==> src/rtl/core/xtea_pkg.sv <==
// ----------------------------------------------------------------------------
// XTEA package
// Shared widths, constants, payload types and the round mix function.
// ----------------------------------------------------------------------------
package xtea_pkg;

   localparam int WORD_WIDTH    = 32;
   localparam int KEY_WORDS     = 4;
   localparam int KEY_IDX_WIDTH = $clog2(KEY_WORDS);
   localparam int ROUNDS_DEF    = 32;

   localparam logic [WORD_WIDTH-1:0] DELTA = 32'h9E37_79B9;

   // bit positions of the key index in the second half-round
   localparam int KEY_SEL_HI_LSB = 11;

   typedef logic [WORD_WIDTH-1:0] word_type;
   typedef logic [KEY_IDX_WIDTH-1:0] key_idx_type;
   typedef word_type [KEY_WORDS-1:0] key_array_type;

   typedef enum logic {
      CMD_ENCIPHER = 1'b0,
      CMD_DECIPHER = 1'b1
   } cmd_type;

   // one block traveling down the pipeline
   typedef struct packed {
      cmd_type  cmd;
      word_type v0;
      word_type v1;
   } block_type;

   function automatic word_type mix(input word_type x);
      mix = ((x << 4) ^ (x >> 5)) + x;
   endfunction

endpackage

==> src/rtl/core/xtea_keys.sv <==
// ----------------------------------------------------------------------------
// XTEA key registers
// Four 32-bit key words written through the CSR port.
// ----------------------------------------------------------------------------
module xtea_keys (
   input  logic                   clock,
   input  logic                   reset,
   input  logic                   csr_we,
   input  xtea_pkg::key_idx_type  csr_index,
   input  xtea_pkg::word_type     csr_wdata,
   output xtea_pkg::key_array_type key
);
   import xtea_pkg::*;

   key_array_type key_ff;
   key_array_type key_in;

   always_comb begin
      key_in = key_ff;
      if (csr_we) begin
         key_in[csr_index] = csr_wdata;
      end
   end

   always_ff @(posedge clock) begin
      if (reset) begin
         key_ff <= '0;
      end else begin
         key_ff <= key_in;
      end
   end

   assign key = key_ff;

endmodule

==> config.mk <==
export PLATFORM = sky130hd
export DESIGN_NAME = xtea_keys
export DESIGN_NICKNAME = d
export VERILOG_FILES = /design/src/rtl/core/xtea_pkg.sv /design/src/rtl/core/xtea_keys.sv
export SDC_FILE = /design/constraint.sdc
export NUM_CORES = 1
export LEC_CHECK = 0
export ABC_AREA = 1
export BUFFER_PORTS_ARGS = -buffer_cell sky130_fd_sc_hd__buf_2
export CORE_ASPECT_RATIO = 1.1
export CORE_MARGIN = 3
export CORE_UTILIZATION = 51
export CTS_CLUSTER_DIAMETER = 40
export DETAILED_ROUTE_END_ITERATION = 16
export GPL_TIMING_DRIVEN = 0
export PLACE_DENSITY = 0.8
export SKIP_CTS_REPAIR_TIMING = 1
export SLEW_MARGIN = 0
export SYNTH_ARGS = -nofsm -noshare
export SYNTH_HDL_FRONTEND = slang
export SYNTH_SLANG_ARGS = --single-unit
==> constraint.sdc <==
create_clock -name clock -period 1.3 [get_ports clock]
set_input_delay 0.325 -clock clock [delete_from_list [all_inputs] [get_ports clock]]
set_output_delay 0.325 -clock clock [all_outputs]
set_load 0.01 [all_outputs]
## Word-level counts from Yosys, hierarchy flattened

Cells that the tools add are included.

- Output and inout port bits: 128
- Logic and storage cells: 10
- Input bits: 37
- Register bits after elaboration: 128

- Multiplexer cells: 3
- Reductions and logical operators: 1
- $lt $le $gt $ge: 2

Operators by type and width:

| kind | count |
|---|---|
| 128-bit bitwise mux | 1 |
| 32-bit demux with 2-bit select | 1 |
| 32-bit 2-to-1 mux | 1 |
| 2-bit by 3-bit less-than comparator with 1-bit output, second input constant | 1 |
| 2-bit by 1-bit >= comparator with 1-bit output, second input constant | 1 |
| 1-bit logical AND | 1 |

## Depth between registers and ports, before layout

- Depth after elaboration: 5
- Mapped depth: 6
- Gate-level depth less buffers: 5

## Least setup slack after synthesis

OpenSTA, ideal clock, no wires.

- Path kind: input port to flip-flop
- From: in csr_index[1]
- To: reg key_ff, in the netlist key[0]
- Data required time: 1.185 ns
- Arrival: 0.921 ns
- Slack: 0.264 ns
- Library setup time: 0.115 ns
- Cell stages on the path: 5
- Buffers on the path: 1
- Cell sequence: nor2_2 buf_2 nand3_1 nand2_1 nor2_1

- Cells in the longest elaborated chain, start to end: 5
- Elaborated cells on any way between the ends: 6
- Classes of those cells: order compare: 2; mux: 3; reduce/logical: 1

RTL lines:

| item | RTL line | RTL |
|---|---|---|
| start, declared | xtea_keys.sv:9 | `input xtea_pkg::key_idx_type csr_index,` |
| 2-bit by 3-bit less-than comparator with 1-bit output (implied by the code) / 2-bit by 1-bit >= comparator with 1-bit output (equally long branches) | xtea_keys.sv:21 | `key_in[csr_index] = csr_wdata;` |
| 1-bit logical AND (implied by the code) | xtea_keys.sv:21 |  |
| 32-bit 2-to-1 mux (implied by the code) | xtea_keys.sv:21 |  |
| 32-bit demux with 2-bit select * | xtea_keys.sv:21 |  |
| 128-bit bitwise mux * | xtea_keys.sv:21 |  |
| end signal, assigned | xtea_keys.sv:29 | `key_ff <= key_in;` |
| end, declared | xtea_keys.sv:15 | `key_array_type key_ff;` |

Mark *: on every way between the ends. The rest lies on a longest branch, timed or not.
A chain may end at the register's enable or synchronous reset.

## Worst setup path after layout

- From: reg key_ff, in the netlist key[106]
- To: out key[106] (netlist name)

RTL lines:

| item | RTL line | RTL |
|---|---|---|
| end, declared | xtea_keys.sv:11 | `output xtea_pkg::key_array_type key` |

No word-level cell between the ends.

==> flow_summary.json <==
{
  "place_ws_ps": -248,
  "via_per_inst": 4.99,
  "utilization": 0.792,
  "layout_setup_ws_ps": -8.53,
  "drcViolationCount": 0,
  "ys_warn_count": 0,
  "crit_arrival_ps": 980,
  "track_usage": 0.257,
  "fin_crit_sh": 1.01,
  "yosys.area_share.adder": 0,
  "port_buffers": 164,
  "cp_top_family": "flip-flops",
  "place_congestion": 0.842,
  "worstSetupEndpointType": "output pin",
  "path_class": "reg2out",
  "crit_fanout": 2,
  "insertion_delay_ps": 510,
  "start_util": 0.531,
  "die-area_mm2": 0.0116,
  "dp_hpwl_mm": 10.5,
  "cts_tree": "yes",
  "wl_mm": 17.8,
  "synth_xor_area_frac": 0,
  "core-area_mm2": 0.00998,
  "vias": 5703,
  "avgSynthCellArea_um2": 6.46,
  "cp_slowest_cell": "dfxtp_2",
  "power_leakage_uw": 0.00429,
  "synthTopCellsByArea": "dfxtp_1, nand2_1, nor2_1, inv_1, a21oi_1",
  "ant_nets": 0,
  "switching_share": 0.250,
  "cts_sinks": 128,
  "p_int_uw": 8180,
  "slew_headroom": 0.594,
  "rsz0062_at_grt": "yes",
  "fmax_ghz": 0.764,
  "cpPeakStageDelay_ps": 360,
  "hold_violations": 0,
  "syn-num-nets": 857,
  "die_h_um": 113,
  "crit_buf_inv": 1,
  "synth_top_family_by_area": "simple AND/OR/NAND/NOR gates",
  "synth_seq_cells": 128,
  "ys_types": 11,
  "min_period_ps": 1310,
  "required_ps": 980,
  "grt_pass1_vias": 4934,
  "fin_skew_ps": 0,
  "p_clk_frac": 0.473,
  "seqPwrFrac": 0.397,
  "max-vdd-ir-drop_uv": 915,
  "synthSimpleGateAreaFrac": 0.355,
  "dieWidth_um": 103,
  "nets": 1047,
  "antenna_found_initial": 0,
  "status": "complete, but fails checks",
  "wl_per_cell_um": 15.6,
  "grt_max_degree": 17,
  "maxCapViolCount": 0,
  "netlist.area_leader.share": 0.484,
  "grt-ovfl-total": 0,
  "fill_cells": 662,
  "p_sw_uw": 2730,
  "drt_iter0_drc": 393,
  "pwr-share-comb": 0.130,
  "yosys.area.top_type": "dfxtp_1",
  "startpoint_type": "flip-flop",
  "synth_compound_area_frac": 0.0302,
  "failed_checks": "negative setup slack",
  "cts_root_buf": "clkbuf_8",
  "cts_buffers": 17,
  "finalSetupViolCount": 2,
  "htree_levels": 4,
  "drtPass1Iterations": 5,
  "syn-cell-area_mm2": 0.00530,
  "worstMarginPinSlew_ps": 609,
  "diodes": 0,
  "syn_inst": 820,
  "drive_gt1_frac": 0.355,
  "muxShareOfSynthArea": 0,
  "crit_chain": "buf_6",
  "drv_slew": 0,
  "seq_area_frac_synth": 0.484,
  "grt_pass1_wl_mm": 23.6,
  "row_count": 38,
  "area_growth_pct": 49.2,
  "largest_reg_flops": 128,
  "cts_buffer_depth": 2,
  "ios": 165,
  "powerDensity_mw_per_mm2": 1380,
  "hp-class": "in2reg",
  "power_uw": 10900,
  "clk_pin_slew_worst_paths_ps": 60
}
-- layout by cell type (no fill, tap or decap) --
master,count
a21oi_1,32
buf_1,5
buf_2,68
buf_4,7
buf_6,125
bufinv_16,5
clkbuf_1,12
clkbuf_16,16
clkbuf_8,2
clkinv_2,2
clkinv_4,3
clkinvlp_4,2
dfxtp_2,128
inv_1,131
inv_6,1
nand2_1,224
nand3_1,32
nand3_2,3
nor2_1,224
nor2_2,1
-- cells by family after synthesis --
family          Yosys count
simple gates            484
buf+inv                 176
flops                   128
compound gates           32
-- Yosys cell counts --
cell	number
nand2_1	224
buf_2	29
clkbuf_1	11
buf_1	5
nand3_2	3
nor2_1	224
a21oi_1	32
nand3_1	32
inv_1	131
nor2_2	1
dfxtp_1	128
-- path summary, 6_finish.rpt --
check	startpoint	slack, ps	cells past startpoint	endpoint
max reg2reg	key[69]	460	5	key[69]
max	key[106]	-9	1	key[106]
min reg2reg	key[20]	470	2	key[20]
min	csr_wdata[31]	90	3	key[127]
-- layout make-up --
cell class | instances | area [um^2] | area share
flip-flops and latches | 128 | 2720 | 0.344
inverters | 131 | 492 | 0.0622
plain buffers | 45 | 205 | 0.0260
multi-input cells | 516 | 2040 | 0.258
clock buffers | 19 | 432 | 0.0546
well taps | 120 | 150 | 0.0190
clock inverters | 13 | 210 | 0.0266
repair buffers | 171 | 1660 | 0.209
-- metal layers --
| layer | wire length (um) | global-route usage | up-vias |
|---|---|---|---|
| li1 | - | - | 2762 |
| met1 | 6640 | 0.314 | 2609 |
| met2 | 8910 | 0.418 | 260 |
| met3 | 1390 | 0.0875 | 72 |
| met4 | 848 | 0.0907 | 0 |
| met5 | 0 | 0 | - |
-- through the flow --
step	instances	TNS [ps]	area [um^2]	hold WS (ps)
after floorplan	820	0	5300	460
after global placement	1104	-12460	6270	457
after detailed placement	1104	-14160	6270	465
after CTS	1136	-1510	6910	76.1
after global routing	1143	-551	7910	103
final	1143	-10.5	7910	91.3
-- power by group through the flow --
stage	sequential [uW]	combinational, uW	clock (uW)
after global routing	4350	1560	5350
final	4330	1420	5150
after CTS	4230	1130	5160
after global placement	4310	1100	0
after floorplan	4410	547	0
after detailed placement	4320	1120	0
(Power assumes the default switching activity.)
