--- src/rtl/core/xtea_pkg.sv ---
// ----------------------------------------------------------------------------
// XTEA package
// Shared widths, constants, payload types and the round mix function.
// ----------------------------------------------------------------------------
package xtea_pkg;

   localparam int WORD_WIDTH    = 32;
   localparam int KEY_WORDS     = 4;
   localparam int KEY_IDX_WIDTH = $clog2(KEY_WORDS);
   localparam int ROUNDS_DEF    = 32;

   localparam logic [WORD_WIDTH-1:0] DELTA = 32'h9E37_79B9;

   // bit positions of the key index in the second half-round
   localparam int KEY_SEL_HI_LSB = 11;

   typedef logic [WORD_WIDTH-1:0] word_type;
   typedef logic [KEY_IDX_WIDTH-1:0] key_idx_type;
   typedef word_type [KEY_WORDS-1:0] key_array_type;

   typedef enum logic {
      CMD_ENCIPHER = 1'b0,
      CMD_DECIPHER = 1'b1
   } cmd_type;

   // one block traveling down the pipeline
   typedef struct packed {
      cmd_type  cmd;
      word_type v0;
      word_type v1;
   } block_type;

   function automatic word_type mix(input word_type x);
      mix = ((x << 4) ^ (x >> 5)) + x;
   endfunction

endpackage

--- src/rtl/core/xtea_stage.sv ---
// ----------------------------------------------------------------------------
// XTEA pipeline stage
// One registered half-round; sum and key index are fixed per stage.
// ----------------------------------------------------------------------------
module xtea_stage #(
   parameter int STAGE  = 0,
   parameter int ROUNDS = xtea_pkg::ROUNDS_DEF
) (
   input  logic                    clock,
   input  logic                    reset,
   input  logic                    load_en,
   input  logic                    in_valid,
   input  xtea_pkg::block_type     in_block,
   input  xtea_pkg::key_array_type key,
   output logic                    out_valid,
   output xtea_pkg::block_type     out_block
);
   import xtea_pkg::*;

   localparam int   PAIR     = STAGE / 2;
   localparam logic ODD_BIT  = 1'(STAGE % 2);
   localparam int   ENC_MULT = (STAGE % 2 != 0) ? PAIR + 1 : PAIR;
   localparam int   DEC_MULT = (STAGE % 2 != 0) ? ROUNDS - PAIR - 1 : ROUNDS - PAIR;
   localparam logic [2*WORD_WIDTH-1:0] ENC_PROD = 64'(ENC_MULT) * 64'(DELTA);
   localparam logic [2*WORD_WIDTH-1:0] DEC_PROD = 64'(DEC_MULT) * 64'(DELTA);
   localparam word_type ENC_SUM = ENC_PROD[WORD_WIDTH-1:0];
   localparam word_type DEC_SUM = DEC_PROD[WORD_WIDTH-1:0];
   localparam key_idx_type ENC_IDX = (STAGE % 2 != 0) ?
      ENC_SUM[KEY_SEL_HI_LSB +: KEY_IDX_WIDTH] : ENC_SUM[KEY_IDX_WIDTH-1:0];
   localparam key_idx_type DEC_IDX = (STAGE % 2 != 0) ?
      DEC_SUM[KEY_IDX_WIDTH-1:0] : DEC_SUM[KEY_SEL_HI_LSB +: KEY_IDX_WIDTH];

   logic        valid_ff;
   block_type   block_ff;
   block_type   block_in;
   logic        dec;
   logic        upd_v0;
   word_type    src;
   word_type    dst;
   word_type    sum_key;
   word_type    f;
   word_type    res;

   // even stages of encipher and odd stages of decipher update v0
   always_comb begin
      dec     = (in_block.cmd == CMD_DECIPHER);
      upd_v0  = dec ~^ ODD_BIT;
      src     = upd_v0 ? in_block.v1 : in_block.v0;
      dst     = upd_v0 ? in_block.v0 : in_block.v1;
      sum_key = dec ? (DEC_SUM + key[DEC_IDX]) : (ENC_SUM + key[ENC_IDX]);
      f       = mix(src) ^ sum_key;
      res     = dec ? (dst - f) : (dst + f);
      block_in     = in_block;
      block_in.v0  = upd_v0 ? res : in_block.v0;
      block_in.v1  = upd_v0 ? in_block.v1 : res;
   end

   always_ff @(posedge clock) begin
      if (reset) begin
         valid_ff <= 1'b0;
      end else if (load_en) begin
         valid_ff <= in_valid;
      end
   end

   always_ff @(posedge clock) begin
      if (load_en) begin
         block_ff <= block_in;
      end
   end

   assign out_valid = valid_ff;
   assign out_block = block_ff;

endmodule

--- config.mk ---
export PLATFORM = sky130hd
export DESIGN_NAME = xtea_stage
export DESIGN_NICKNAME = d
export VERILOG_FILES = /design/src/rtl/core/xtea_pkg.sv /design/src/rtl/core/xtea_stage.sv
export SDC_FILE = /design/constraint.sdc
export NUM_CORES = 1
export LEC_CHECK = 0
export ABC_AREA = 1
export BUFFER_PORTS_ARGS = -buffer_cell sky130_fd_sc_hd__buf_2
export CORE_ASPECT_RATIO = 0.7
export CORE_UTILIZATION = 55
export CTS_CLUSTER_SIZE = 30
export DETAILED_ROUTE_END_ITERATION = 12
export PLACE_DENSITY = 0.84
export SLEW_MARGIN = 40
export SYNTH_ARGS = -nofsm -noshare
export SYNTH_HDL_FRONTEND = slang
export SYNTH_SLANG_ARGS = --single-unit
--- constraint.sdc ---
create_clock -name clock -period 6.4 [get_ports clock]
set_input_delay 0.64 -clock clock [delete_from_list [all_inputs] [get_ports clock]]
set_output_delay 0.64 -clock clock [all_outputs]
set_load 0.1 [all_outputs]
-- Word level (Yosys, flattened, before mapping)
Cells that the tools add are included.
- add/subtract/negate cells: 4
- mux-type cells: 6
- bitwise logic cells: 2
- operator list (kind ; number):
    $mux W32 ; 6
    $add A32 B32 Y32 ; 2
    $add A32 B32 Y32 const A ; 1
    $sub A32 B32 Y32 ; 1
    $xor A32 B27 Y32 ; 1
    $xor A32 B32 Y32 ; 1
- bits in registers: 66
- output and inout port bits: 66
- word-level logic and storage cells: 16

-- Logic depth before layout (Yosys ltp)
- depth after elaboration: 7
- mapped depth: 45
- gate-level depth less buffers: 39

-- Least setup slack after synthesis
Ideal clock, no wire load.
- path type: input to register
- start point: input in_block[64] (netlist bit)
- end point: register block_ff (netlist bit out_block[60]), data pin
- arrival time: 5664 ps
- data required time: 6147 ps
- slack: 483 ps
- cell stages on the path: 38
- buffers on the path: 6
- cells stage by stage: buf_6 inv_6 buf_8 buf_2 clkbuf_1 buf_2 buf_1 nand2_1 nand2_1 ha_1 fa_1 xnor2_2 ha_1 nand2_1 inv_1 nand2_1 nor2_2 nand3_1 (+2 left out) nor2_2 nand2_1 nor2_2 nand2_1 nor2_2 nor2_1 xor2_1 ha_1 nand2_1 nor3_1 nand3_1 nand3_1 nand3_1 nand2_1 a31oi_1 xor2_1 nand2_1 nand2_1
- RTL lines (element ; RTL line ; text):
    from (decl) ; xtea_stage.sv:13 ; input xtea_pkg::block_type in_block,
    to (signal assigned) ; xtea_stage.sv:68 ; block_ff <= block_in;
    to (decl) ; xtea_stage.sv:34 ; block_type block_ff;

==> metrics.yaml <==
die_area_um2: 18200
ys_warn_count: 0
n_antenna_cell: 0
setup_violations: 0
synthesis.nets: 1840
status: "completed"
leakagePower_nw: 6.00
path_clk_slew_ns: 0.06
dp_cells: 1982
htree_levels: 3
rsz0062_at_grt: "false"
fin_ws_ns: 0.535
whs_ns: 0.452
arrival_ns: 5.96
gp_congestion: 0.946
post_drt_via_cell_ratio: 5.53
core-area_um2: 17200
peakVddDrop_mv: 0.312
synth_area_um2: 9700
dpl_cell_area_um2: 10900
numPortBuffers: 198
period_needed_ns: 5.87
drtIter0Drc: 1119
drive_above_1_share: 0.171
grt_antenna_before_repair: 0
pin_count: 263
grt_overflow_total: 0
nets: 2026
max_stage_delay_ns: 0.36
hold_path_class: "in2reg"
start_util: 0.563
die_y_um: 113
routedWlPerCell_um: 14.3
hold_buffers: 0
cts_tree: "built"
finalCritPeriodShare: 0.916
path_buf_inv: 5
yosys.area.top_type: "nand2_1"
drc: 0
slew_headroom: 0.460
maxSlewViolCount: 0
netlist.area_leader.share: 0.223
num_rows: 40
dpl_worst_slack_ns: 0.403
critPathSlowestCell: "o2111ai_1"
postLayoutCellArea_um2: 11300
critPathLaunch: "in_block[64]"
clock_latency_ns: 0.33
maxCapViolations: 0
clock_sinks: 66
drt.antenna.violating_nets: 0
syn_inst: 1576
worstReg2RegStart: "out_valid"
area_growth_pct: 16.0
grt_usage: 0.312
fill_cells: 1601
hpwl_mm: 23.5
die_x_um: 161
seq_area_frac_synth: 0.203
synth_cell_type_count: 53
criticalPathCategory: "in2reg"
finalHoldViolations: 0
setup_tns_ns: 0
cp.required_ns: 6.49
fin_skew_ns: 0
tightestPinTransition_ns: 0.801
grt_max_degree: 102
p_per_area_nw_per_um2: 365
dr.pass1.iters: 6
ys_seq_elements: 66
grt_pass1_vias: 9766
postRouteWirelength_mm: 28.6
cts_setup_buffers: 0
fin_cells: 1998
clock.fmax_ghz: 0.170
synth_area_leaders: "nand2_1 22%, edfxtp_1 20%, ha_1 8.4%"
min-delay-start: "reset"
cts_inserted_buffers: 9
critical-path-top-delay-family: "simple AND/OR/NAND/NOR gates"
vias: 11100
root_buffer: "clkbuf_16"
grt_pass1_wl_mm: 46.0
start_kind: "primary input"
cpMostUsedCell: "nand2_1"
crit_path_end_kind: "flip-flop"
cts_resized: 0
cts_buffer_depth: 2
cp_max_fo: 57
avgSynthCellArea_um2: 6.15
-- cell usage in the layout (no fill, tap or decap), types with 3 or more instances in the layout --
| master | instances |
|---|---|
| a31oi_1 | 9 |
| nand3b_1 | 5 |
| nand2_1 | 576 |
| clkbuf_16 | 9 |
| a21o_1 | 9 |
| o21ai_0 | 107 |
| a21oi_1 | 77 |
| ha_1 | 65 |
| xnor2_1 | 31 |
| inv_1 | 152 |
| inv_2 | 5 |
| o21a_1 | 3 |
| nand3_1 | 142 |
| buf_4 | 12 |
| nand2_2 | 24 |
| o21ai_1 | 5 |
| o21bai_1 | 7 |
| nor2_1 | 99 |
| buf_2 | 197 |
| nor4_1 | 4 |
| nor2_4 | 3 |
| nor3_1 | 13 |
| nand4_1 | 18 |
| or2_2 | 16 |
| xor2_2 | 3 |
| xor2_1 | 58 |
| nand3_2 | 3 |
| edfxtp_1 | 65 |
| a21boi_0 | 3 |
| nor2_2 | 10 |
-- routing by layer --
layer,wire [µm],track usage,vias up
li1,-,-,5574
met1,12900,0.431,4913
met2,12600,0.513,516
met3,2550,0.0414,51
met4,626,0.0824,0
met5,0,0,-
-- cell type report --
type	instances	area (µm²)	share of cell area
Inverter	158	598	0.0532
Tap cell	231	289	0.0257
Sequential cell	66	1970	0.175
Multi-Input combinational cell	1315	6940	0.617
Timing Repair Buffer	212	1130	0.100
Clock buffer	9	225	0.0200
Clock inverter	7	101	0.00901
-- power by group --
group	total, W	switching [W]	internal (W)
clock	0.000545	0.000201	0.000344
combinational	0.00289	0.00212	0.000764
sequential	0.000679	0.0000307	0.000648
total	0.00411	0.00235	0.00176
-- path summary, 6_finish.rpt --
path,to,slack [ns],cells after the start
hold reg to reg,out_valid,0.51,2
setup / recovery,out_block[31],0.53,30
hold / removal,out_valid,0.45,2
setup reg to reg,out_valid,5.82,2
-- worst register-to-register path: stages, from the launching register on --
cell and delay [ns]:
dfxtp_1 0.31, mux2i_1 0.12, nor2_1 0.05
-- cells in the mapped netlist, drive strengths merged --
cell,instances
and2,1
a21o,9
nor3,14
o31ai,2
dfxtp,1
inv,158
nand2,602
o211ai,2
xor2,61
fa,2
o21a,3
buf,19
nor4,4
mux2i,2
o221ai,2
o21ai,113
nand4,20
nand3,145
a31oi,9
nor2,112
o2111ai,1
nand3b,6
a21boi,3
clkbuf,18
edfxtp,65
ha,65
xnor2,32
o21bai,7
a21oi,78
or2,19
and3,1
-- per-stage QoR --
step	power, W	util
5_1_grt	0.00438	0.653
3_3_place_gp	0.00349	0.634
6_report	0.00411	0.653
3_5_place_dp	0.00353	0.634
2_1_floorplan	0.00298	-
4_1_cts	0.00408	0.653
-- state kept, by name (all words and copies together), names as in the netlist --
name	flops
out_block	65
out_valid	1
-- logic make-up (layout without fill, tap and decap cells) --
logic type | Yosys count | in the layout | synth area share
and+or+nand+nor | 924 | 924 | 0.410
AOI/OAI and AO/OA | 229 | 229 | 0.128
buffers and inverters | 195 | 386 | 0.0812
xor gates and xnor gates | 93 | 93 | 0.0871
adders and majority gates | 67 | 67 | 0.0880
DFF | 66 | 66 | 0.203
muxes | 2 | 2 | 0.00206
(Power assumes the default switching activity.)
